**config.mk**
```make
export PLATFORM = sky130hd
export DESIGN_NAME = pnm_header_parser
export DESIGN_NICKNAME = d
export VERILOG_FILES = /design/src/rtl/pnmhp_pkg.sv /design/src/rtl/pnmhp_ctrl.sv /design/src/rtl/pnmhp_datapath.sv /design/src/rtl/pnmhp_outq.sv /design/src/rtl/pnm_header_parser.sv
export SDC_FILE = /design/constraint.sdc
export NUM_CORES = 2
export LEC_CHECK = 0
export ABC_AREA = 1
export BUFFER_PORTS_ARGS = -buffer_cell sky130_fd_sc_hd__buf_2
export CORE_MARGIN = 4
export CORE_UTILIZATION = 56
export DETAILED_ROUTE_END_ITERATION = 16
export GPL_TIMING_DRIVEN = 0
export PLACE_DENSITY = 0.76
export REMOVE_ABC_BUFFERS = 1
export SLEW_MARGIN = 30
export SYNTH_ARGS = -nofsm -noshare
export SYNTH_HDL_FRONTEND = slang
export SYNTH_HIERARCHICAL = 1
export SYNTH_SLANG_ARGS = --single-unit
```
**constraint.sdc**
```tcl
create_clock -name clk -period 8.78 [get_ports clk]
set_clock_uncertainty 0.2 [all_clocks]
set_input_delay 1.317 -clock clk [delete_from_list [all_inputs] [get_ports clk]]
set_output_delay 1.317 -clock clk [all_outputs]
set_load 0.01 [all_outputs]
```
**src/rtl/pnmhp_pkg.sv**
```systemverilog
// Package for the PNM header parser: widths, character and status codes, phase enum and shared structs.
package pnmhp_pkg;

    localparam int DIM_BITS  = 16;
    localparam int LEN_BITS  = 32;
    localparam int AREA_BITS = 2 * DIM_BITS;
    localparam int NEED_BITS = AREA_BITS + 3;
    localparam int CMP_BITS  = (NEED_BITS > LEN_BITS) ? NEED_BITS : LEN_BITS;

    localparam logic [7:0] CHAR_P     = 8'h50;
    localparam logic [7:0] CHAR_5     = 8'h35;
    localparam logic [7:0] CHAR_6     = 8'h36;
    localparam logic [7:0] CHAR_0     = 8'h30;
    localparam logic [7:0] CHAR_9     = 8'h39;
    localparam logic [7:0] CHAR_SPACE = 8'h20;
    localparam logic [7:0] CHAR_TAB   = 8'h09;
    localparam logic [7:0] CHAR_CR    = 8'h0D;

    localparam logic [DIM_BITS-1:0] BYTE_MAX = DIM_BITS'(255);

    localparam logic [1:0] STAT_OK        = 2'd0;
    localparam logic [1:0] STAT_PARSE_ERR = 2'd1;
    localparam logic [1:0] STAT_SIZE_ERR  = 2'd2;

    localparam logic [1:0] PSIZE_ONE = 2'd1;
    localparam logic [1:0] PSIZE_TWO = 2'd2;

    typedef struct packed {
        logic [7:0]          data_byte;
        logic [LEN_BITS-1:0] buffer_length;
        logic                first_byte;
    } pnm_in_t;

    typedef struct packed {
        logic [1:0]          status;
        logic                image_type;
        logic [DIM_BITS-1:0] image_width;
        logic [DIM_BITS-1:0] image_height;
        logic [DIM_BITS-1:0] max_value;
        logic [1:0]          sample_bytes;
        logic [LEN_BITS-1:0] header_length;
    } pnm_out_t;

    typedef enum logic [3:0] {
        PH_IDLE,
        PH_MAGIC,
        PH_W_SKIP,
        PH_W_DIG,
        PH_H_SKIP,
        PH_H_DIG,
        PH_M_SKIP,
        PH_M_DIG,
        PH_AREA,
        PH_FINISH
    } phase_t;

    typedef struct packed {
        logic start;
        logic set_type;
        logic start_num;
        logic acc;
        logic store_w;
        logic store_h;
        logic count_inc;
        logic latch_hdr;
        logic calc_area;
        logic push_err;
        logic push_done;
    } cmd_t;

    typedef struct packed {
        logic first;
        logic is_digit;
        logic is_space;
        logic is_p;
        logic is_5;
        logic is_6;
        logic overflow;
        logic idx_end;
        logic next_end;
        logic len_short;
    } stat_t;

endpackage

```
**src/rtl/pnmhp_ctrl.sv**
```systemverilog
// Parse controller: phase state machine issuing datapath commands per byte.
module pnmhp_ctrl
    import pnmhp_pkg::*;
(
    input  logic  clk,
    input  logic  rst_n,
    input  logic  in_fire,
    input  stat_t stat,
    output cmd_t  cmd,
    output logic  busy
);

    phase_t state_reg;
    phase_t state_next;

    always_ff @(posedge clk or negedge rst_n)
    begin
        if (!rst_n)
        begin
            state_reg <= PH_IDLE;
        end
        else
        begin
            state_reg <= state_next;
        end
    end

    always_comb
    begin
        cmd  = '0;
        busy = (state_reg == PH_AREA) || (state_reg == PH_FINISH);
        if (state_reg == PH_AREA)
        begin
            cmd.calc_area = 1'b1;
        end
        else if (state_reg == PH_FINISH)
        begin
            cmd.push_done = 1'b1;
        end
        else if (in_fire)
        begin
            if (stat.first)
            begin
                if (stat.len_short || !stat.is_p)
                begin
                    cmd.push_err = 1'b1;
                end
                else
                begin
                    cmd.start = 1'b1;
                end
            end
            else if (state_reg != PH_IDLE)
            begin
                if (stat.idx_end)
                begin
                    cmd.push_err = 1'b1;
                end
                else
                begin
                    unique case (state_reg)
                        PH_MAGIC:
                        begin
                            if (stat.is_5 || stat.is_6)
                            begin
                                cmd.set_type = 1'b1;
                            end
                            else
                            begin
                                cmd.push_err = 1'b1;
                            end
                        end
                        PH_W_SKIP, PH_H_SKIP, PH_M_SKIP:
                        begin
                            if (stat.is_digit)
                            begin
                                cmd.start_num = 1'b1;
                            end
                            else if (!stat.is_space)
                            begin
                                cmd.push_err = 1'b1;
                            end
                        end
                        PH_W_DIG, PH_H_DIG, PH_M_DIG:
                        begin
                            if (stat.is_digit)
                            begin
                                cmd.acc = 1'b1;
                            end
                            else if (stat.overflow)
                            begin
                                cmd.push_err = 1'b1;
                            end
                            else if (state_reg == PH_W_DIG)
                            begin
                                cmd.store_w = 1'b1;
                            end
                            else if (state_reg == PH_H_DIG)
                            begin
                                cmd.store_h  = 1'b1;
                                cmd.push_err = !stat.is_space;
                            end
                            else
                            begin
                                cmd.latch_hdr = 1'b1;
                            end
                        end
                        default:
                        begin
                        end
                    endcase
                    if (!cmd.push_err && !cmd.latch_hdr)
                    begin
                        cmd.count_inc = 1'b1;
                        cmd.push_err  = stat.next_end;
                    end
                end
            end
        end
    end

    always_comb
    begin
        state_next = state_reg;
        unique case (state_reg)
            PH_AREA:   state_next = PH_FINISH;
            PH_FINISH: state_next = PH_IDLE;
            default:
            begin
                if (in_fire)
                begin
                    priority if (cmd.push_err)
                    begin
                        state_next = PH_IDLE;
                    end
                    else if (cmd.start)
                    begin
                        state_next = PH_MAGIC;
                    end
                    else if (cmd.latch_hdr)
                    begin
                        state_next = PH_AREA;
                    end
                    else if (state_reg == PH_MAGIC)
                    begin
                        state_next = PH_W_SKIP;
                    end
                    else if (state_reg == PH_W_SKIP && stat.is_digit)
                    begin
                        state_next = PH_W_DIG;
                    end
                    else if (state_reg == PH_H_SKIP && stat.is_digit)
                    begin
                        state_next = PH_H_DIG;
                    end
                    else if (state_reg == PH_M_SKIP && stat.is_digit)
                    begin
                        state_next = PH_M_DIG;
                    end
                    else if (state_reg == PH_W_DIG && !stat.is_digit)
                    begin
                        state_next = PH_H_SKIP;
                    end
                    else if (state_reg == PH_H_DIG && !stat.is_digit)
                    begin
                        state_next = PH_M_SKIP;
                    end
                    else
                    begin
                        state_next = state_reg;
                    end
                end
            end
        endcase
    end

    a_no_request_while_busy: assert property (@(posedge clk) disable iff (!rst_n)
        busy |-> !in_fire)
        else $error("request accepted during payload check");

    a_area_then_finish: assert property (@(posedge clk) disable iff (!rst_n)
        (state_reg == PH_AREA) |=> (state_reg == PH_FINISH))
        else $error("payload check sequence broken");

    a_one_result_kind: assert property (@(posedge clk) disable iff (!rst_n)
        !(cmd.push_err && cmd.push_done))
        else $error("error and done result in the same cycle");

endmodule

```
**src/rtl/pnmhp_datapath.sv**
```systemverilog
// Datapath: field accumulators, byte counter, payload size check and result forming.
module pnmhp_datapath
    import pnmhp_pkg::*;
(
    input  logic     clk,
    input  pnm_in_t  byte_in,
    input  cmd_t     cmd,
    output stat_t    stat,
    output pnm_out_t res,
    output logic     res_valid
);

    logic [DIM_BITS-1:0]  accum_reg, accum_next;
    logic                 ovf_reg, ovf_next;
    logic [DIM_BITS-1:0]  width_reg;
    logic [DIM_BITS-1:0]  height_reg;
    logic                 type_reg;
    logic [LEN_BITS-1:0]  count_reg;
    logic [LEN_BITS-1:0]  length_reg;
    logic [LEN_BITS-1:0]  hdr_reg;
    logic [AREA_BITS-1:0] area_reg;
    logic [LEN_BITS-1:0]  remain_reg;

    logic [3:0]           digit;
    logic [DIM_BITS+3:0]  acc_sum;
    logic [LEN_BITS:0]    count_inc;
    logic                 psize_two;
    logic [NEED_BITS-1:0] area_ext;
    logic [NEED_BITS-1:0] area_ps;
    logic [NEED_BITS-1:0] need;
    logic                 too_big;

    assign digit     = byte_in.data_byte[3:0];
    assign count_inc = {1'b0, count_reg} + (LEN_BITS+1)'(1);

    assign stat.first     = byte_in.first_byte;
    assign stat.is_digit  = (byte_in.data_byte >= CHAR_0) && (byte_in.data_byte <= CHAR_9);
    assign stat.is_space  = (byte_in.data_byte == CHAR_SPACE)
                          || ((byte_in.data_byte >= CHAR_TAB) && (byte_in.data_byte <= CHAR_CR));
    assign stat.is_p      = (byte_in.data_byte == CHAR_P);
    assign stat.is_5      = (byte_in.data_byte == CHAR_5);
    assign stat.is_6      = (byte_in.data_byte == CHAR_6);
    assign stat.overflow  = ovf_reg;
    assign stat.idx_end   = (count_reg >= length_reg);
    assign stat.next_end  = (count_inc >= {1'b0, length_reg});
    assign stat.len_short = (byte_in.buffer_length < LEN_BITS'(2));

    // accum * 10 + digit
    assign acc_sum = ({4'b0, accum_reg} << 3) + ({4'b0, accum_reg} << 1)
                   + (DIM_BITS+4)'(digit);

    always_comb
    begin
        accum_next = accum_reg;
        ovf_next   = ovf_reg;
        if (cmd.start)
        begin
            accum_next = '0;
            ovf_next   = 1'b0;
        end
        else if (cmd.start_num)
        begin
            accum_next = DIM_BITS'(digit);
            ovf_next   = 1'b0;
        end
        else if (cmd.acc && !ovf_reg)
        begin
            if (acc_sum[DIM_BITS+3:DIM_BITS] != 4'd0)
            begin
                ovf_next = 1'b1;
            end
            else
            begin
                accum_next = acc_sum[DIM_BITS-1:0];
            end
        end
    end

    always_ff @(posedge clk)
    begin
        accum_reg <= accum_next;
        ovf_reg   <= ovf_next;
        if (cmd.start)
        begin
            length_reg <= byte_in.buffer_length;
            count_reg  <= LEN_BITS'(1);
            type_reg   <= 1'b0;
        end
        else if (cmd.count_inc)
        begin
            count_reg <= count_inc[LEN_BITS-1:0];
        end
        if (cmd.set_type)
        begin
            type_reg <= stat.is_6;
        end
        if (cmd.store_w)
        begin
            width_reg <= accum_reg;
        end
        if (cmd.store_h)
        begin
            height_reg <= accum_reg;
        end
        if (cmd.latch_hdr)
        begin
            hdr_reg <= count_inc[LEN_BITS-1:0];
        end
        if (cmd.calc_area)
        begin
            area_reg   <= width_reg * height_reg;
            remain_reg <= (length_reg >= hdr_reg) ? (length_reg - hdr_reg) : '0;
        end
    end

    assign psize_two = (accum_reg > BYTE_MAX);
    assign area_ext  = NEED_BITS'(area_reg);
    assign area_ps   = psize_two ? (area_ext << 1) : area_ext;
    assign need      = type_reg ? (area_ps + (area_ps << 1)) : area_ps;
    assign too_big   = CMP_BITS'(need) > CMP_BITS'(remain_reg);

    always_comb
    begin
        res = '0;
        if (cmd.push_err)
        begin
            res.status = STAT_PARSE_ERR;
        end
        else
        begin
            res.status        = too_big ? STAT_SIZE_ERR : STAT_OK;
            res.image_type    = type_reg;
            res.image_width   = width_reg;
            res.image_height  = height_reg;
            res.max_value     = accum_reg;
            res.sample_bytes  = psize_two ? PSIZE_TWO : PSIZE_ONE;
            res.header_length = hdr_reg;
        end
    end

    assign res_valid = cmd.push_err || cmd.push_done;

endmodule

```
**src/rtl/pnmhp_outq.sv**
```systemverilog
// Two-entry result queue between the parser and the header output channel.
module pnmhp_outq
    import pnmhp_pkg::*;
(
    input  logic     clk,
    input  logic     rst_n,
    input  logic     push,
    input  pnm_out_t push_data,
    output logic     full,
    output logic     out_valid,
    input  logic     out_ready,
    output pnm_out_t out_data
);

    logic [1:0] count_reg, count_next;
    pnm_out_t   q0_reg, q0_next;
    pnm_out_t   q1_reg, q1_next;
    logic       pop;

    assign pop       = (count_reg != 2'd0) && out_ready;
    assign full      = (count_reg == 2'd2);
    assign out_valid = (count_reg != 2'd0);
    assign out_data  = q0_reg;

    always_comb
    begin
        count_next = count_reg;
        q0_next    = q0_reg;
        q1_next    = q1_reg;
        priority if (pop && push)
        begin
            if (count_reg == 2'd1)
            begin
                q0_next = push_data;
            end
            else
            begin
                q0_next = q1_reg;
                q1_next = push_data;
            end
        end
        else if (pop)
        begin
            q0_next    = q1_reg;
            count_next = count_reg - 2'd1;
        end
        else if (push)
        begin
            if (count_reg == 2'd0)
            begin
                q0_next = push_data;
            end
            else
            begin
                q1_next = push_data;
            end
            count_next = count_reg + 2'd1;
        end
        else
        begin
            count_next = count_reg;
        end
    end

    always_ff @(posedge clk or negedge rst_n)
    begin
        if (!rst_n)
        begin
            count_reg <= 2'd0;
        end
        else
        begin
            count_reg <= count_next;
        end
    end

    always_ff @(posedge clk)
    begin
        q0_reg <= q0_next;
        q1_reg <= q1_next;
    end

    a_no_push_when_full: assert property (@(posedge clk) disable iff (!rst_n)
        (push && full) |-> out_ready)
        else $error("result queue overrun");

    a_count_range: assert property (@(posedge clk) disable iff (!rst_n)
        count_reg != 2'd3)
        else $error("result queue count out of range");

endmodule

```
**src/rtl/pnm_header_parser.sv**
```systemverilog
// Top level of the PNM P5/P6 header parser.
//
//  channel  | dir | payload     | handshake
//  byte     | in  | pnm_in_t    | byte_valid / byte_ready
//  header   | out | pnm_out_t   | header_valid / header_ready
//
// One byte per cycle while parsing. The byte ending max color starts a
// payload check (16x16 area multiply, then scale and compare), byte_ready low.
// Results go through a 2-entry queue; byte_ready also drops while it is full.
// Reset puts the parser idle; bytes without first_byte are dropped until one with it.
module pnm_header_parser
    import pnmhp_pkg::*;
(
    input  logic     clk,
    input  logic     rst_n,
    input  logic     byte_valid,
    output logic     byte_ready,
    input  pnm_in_t  byte_data,
    output logic     header_valid,
    input  logic     header_ready,
    output pnm_out_t header_data
);

    cmd_t     cmd;
    stat_t    stat;
    logic     busy;
    logic     q_full;
    logic     in_fire;
    pnm_out_t res;
    logic     res_valid;

    assign byte_ready = !busy && !q_full;
    assign in_fire    = byte_valid && byte_ready;

    pnmhp_ctrl u_ctrl (
        .clk     (clk),
        .rst_n   (rst_n),
        .in_fire (in_fire),
        .stat    (stat),
        .cmd     (cmd),
        .busy    (busy)
    );

    pnmhp_datapath u_dp (
        .clk       (clk),
        .byte_in   (byte_data),
        .cmd       (cmd),
        .stat      (stat),
        .res       (res),
        .res_valid (res_valid)
    );

    pnmhp_outq u_outq (
        .clk       (clk),
        .rst_n     (rst_n),
        .push      (res_valid),
        .push_data (res),
        .full      (q_full),
        .out_valid (header_valid),
        .out_ready (header_ready),
        .out_data  (header_data)
    );

endmodule
```
==> flow_results.org <==
** Logic synthesis
- Yosys mapped a number of flops with a built-in enable equal to 331.
- The synthesized netlist occupies a cell area of 34,600 µm².
- The average instance in the mapped netlist occupies 7.96 µm².
- For this run, the leading register cell type out of synthesis is edfxtp_1.
- Flops & latches, synth :: 386
- Number of distinct library cells after synthesis :: 64
- Fraction of the yosys area taken by sequential cells :: 0.320
- Synthesized instance count :: 4,349
- Yosys warnings :: 6
- Fraction of registers with async set or reset after synthesis :: 0.0155

** Flow run
- Max capacitance violation total :: 0

** Routing
- Total vias in the final route :: 28,852
- Drt first pass iters :: 6
- Final antenna-violating net count :: 0
- Post-route DRC :: 0
- Using the TritonRoute via totals, the vias-per-cell ratio works out to 5.55.
- First-iteration detailed-routing DRC count :: 2,500
- Per-cell routed wire length :: 17.3 µm
- Detailed-route wire length :: 89,800 µm

** Clock tree
- CTS built an H-tree with a depth of 2.
- The longest clock path from root to sink contains 3 buffers.
- TritonCTS built the clock tree.
- The clock reaches the later pin of the worst-skew pair after 0.60 ns.
- Post-CTS Resized :: 0
- The clock drives 386 sinks.
- CTS clock-pin slew for the worst setup and hold paths :: 0.06 ns
- The tree is rooted in a clkbuf_16.
- Buffers added to address setup during post-CTS repair amount to 0.
- After clock tree synthesis, the flow added hold-fix buffers numbering 0.
- Number of buffers added by the clock tree synthesis step :: 44

** Critical path
- The critical path is of the flop to flop type.
- STA classifies the critical path endpoint as a flop.
- Among the stages of the critical path, the cell type that occurs most often is nand2_1.
- Required arrival time at the worst endpoint :: 8.85 ns
- The largest single stage delay on the critical path is 0.59 ns.
- Startpoint type of the worst setup path :: flop
- On the critical path, the stage with the largest delay is an instance of ha_4.
- Data arrival time at the worst-slack endpoint :: 7.17 ns
- Along the worst path, the maximum fanout reaches 47.

** Layout
- Summing all multi-input logic gate instances after layout gives 19,500 µm².
- For this run, the share of the core covered by cells in the final layout is 0.618.
- Compared with the post-synthesis result, the final layout area differs by 8.64%.
- Antenna cell count :: 0
- Total area of sequential cells :: 11,100 µm²
- The filler cells instantiated in the layout total 5,309.
- The final layout contains 4,926 nets.
- For this run, the number of standard cells in the final layout without fillers is 5,200.
- Of the cells placed in the final design, the portion with a size suffix greater than 1 is 0.0772.

** Die
- Area of the core :: 60,800 µm²
- Starting density of the core :: 0.569
- The floorplan step set the die width to 257 µm.
- Number of top-level design ports :: 132
- The floorplan step defined a die boundary enclosing 65,800 µm².
- Number of standard-cell rows in the floorplan :: 90
- In this run the vertical extent of the chip is 257 µm.

** Timing
- Timing would allow up to 141 MHz.
- For the pin with the worst max-slew slack, the measured transition is 0.964 ns.
- Final setup fails :: 0
- In the finished design, the share of the clock period the worst path needs comes to 0.808.
- Crit path time final :: 7.10 ns
- Setup repair after global routing left no endpoint under its margin.
- The number of pins with negative max-slew slack in the final report is 0.
- The worst pin sits at a relative slew slack of 0.357.
- Final-report hold violation count :: 0

** GRT
- Global Route met2 Usage :: 0.442
- Total routing resource utilization after global routing :: 0.272
- The global routing stage identified its most utilized layer as met2.
- The initial antenna violation count was 0.
- For this run, global-route usage on met1 was measured as 0.382.
- Global routing finished with a remaining overflow of 0.
- Pin count of the biggest net entering global routing :: 90
- Global-route wire length before repair :: 147,000 µm
- GR Layer Usage met3 :: 0.0442
- Number of global-route vias before repair :: 28,577

** Placement
- Cells after DPL :: 5,118
- Once detailed placement completed, the half-perimeter wirelength came to 68,500 µm.
- # port buffers :: 131
- Last weighted congestion value of the routability-driven placer :: 0.959

** Power
- IR analysis of the VDD net gives a maximum drop of 0.317 mV.
- Leak Pwr :: 18.9 nW
- Power per unit of standard cell area :: 279 nW/µm²

** Hold path
- In this run the worst hold path is classified as flop to flop.

** Status
- Result of the run :: completed
==> report_power, final <==
part / switching [W] / internal (W)
combinational: 0.00350 / 0.00187
clock: 0.000799 / 0.00116
sequential: 0.000344 / 0.00284
==> metrics by stage <==
| step | hold WS, ns | setup TNS (ns) | instance area (µm²) | total power, W | setup slack [ns] |
|---|---|---|---|---|---|
| after CTS | 0.320 | 0 | 37600 | 0.0105 | 1.79 |
| after floorplan | 0.269 | -160.39 | 33700 | 0.00686 | -1.89 |
| after detailed placement | 0.325 | 0 | 36100 | 0.00849 | 1.84 |
| final | 0.334 | 0 | 37600 | 0.0105 | 1.68 |
| after global routing | 0.333 | 0 | 37600 | 0.0113 | 1.31 |
| after global placement | 0.290 | -1166.90 | 35400 | 0.00829 | -8.11 |
==> final timing paths <==
path / from / end / slack (ns) / cells past startpoint
setup / recovery: u_dp/count_reg[0] / u_outq/q1_reg[67] / 1.68 / 27
hold / removal: u_dp/accum_reg[13] / u_dp/width_reg[13] / 0.33 / 0
setup reg to reg: u_dp/count_reg[0] / u_outq/q1_reg[67] / 1.68 / 27
hold reg to reg: u_dp/accum_reg[13] / u_dp/width_reg[13] / 0.33 / 0
max in group asynchronous: rst_n / u_outq/count_reg[1] / 7.85 / 1
min in group asynchronous: rst_n / u_outq/count_reg[0] / 0.35 / 1
==> cells by family after synthesis <==
group                      synth area share
and+or+nand+nor                       0.215
buffers and inverters                 0.121
AOI/OAI and AO/OA                    0.0924
adders and majority gates             0.223
DFF                                   0.320
xor gates and xnor gates             0.0283
==> cell type report <==
class | count | share of cell area
multi-input cells | 2904 | 0.517
clock inverters | 29 | 0.00912
flip-flops and latches | 386 | 0.294
well taps | 782 | 0.0260
inverters | 886 | 0.0889
repair buffers | 160 | 0.0322
clock buffers | 53 | 0.0318
==> routing by layer <==
| layer | wire [µm] | part of all wire |
|---|---|---|
| met5 | 0 | 0 |
| met4 | 2090 | 0.023 |
| met3 | 7100 | 0.079 |
| met2 | 41300 | 0.46 |
| met1 | 39300 | 0.44 |
==> synthesized netlist by cell type (79+ instances only) <==
library cell,n,area (µm²)
edfxtp_1,331,9940
nand2_1,1025,3850
a21oi_1,193,966
nor2_1,276,1040
ha_1,301,3770
o21ai_0,132,661
xor2_1,79,692
o211ai_1,87,653
nand3_1,272,1360
inv_1,857,3220
fa_1,198,3960
clkbuf_1,110,413
==> worst max-delay path: cells and delay by family, from the launching register on <==
family	cells	cell delay, ns
AO/OA/AOI/OAI	2	0.33
XOR/XNOR	1	0.35
buffers and inverters	5	1.09
AND/OR/NAND/NOR	16	3.22
flip-flops	1	0.45
adder cells (fa/ha/maj)	3	1.06
==> cell usage in the layout, fill, tap and decap left out, types with 8 or more instances in the layout <==
cell type,n
a21o_1,21
nor2_1,271
inv_2,27
xor2_1,79
o21bai_1,16
a211oi_1,8
nor4_1,29
o21ai_0,132
nand2_1,1024
buf_2,133
buf_16,13
nand3_1,272
edfxtp_1,331
a31oi_1,15
nor3_1,34
clkbuf_16,45
o211ai_1,87
fa_1,198
a21oi_1,193
ha_1,299
nand2_2,31
xnor2_1,33
inv_1,855
dfxtp_1,49
nor2_2,9
nand4_1,40
clkinv_1,8
o21ai_1,28
Note: power is estimated with default switching activity, not from simulation.
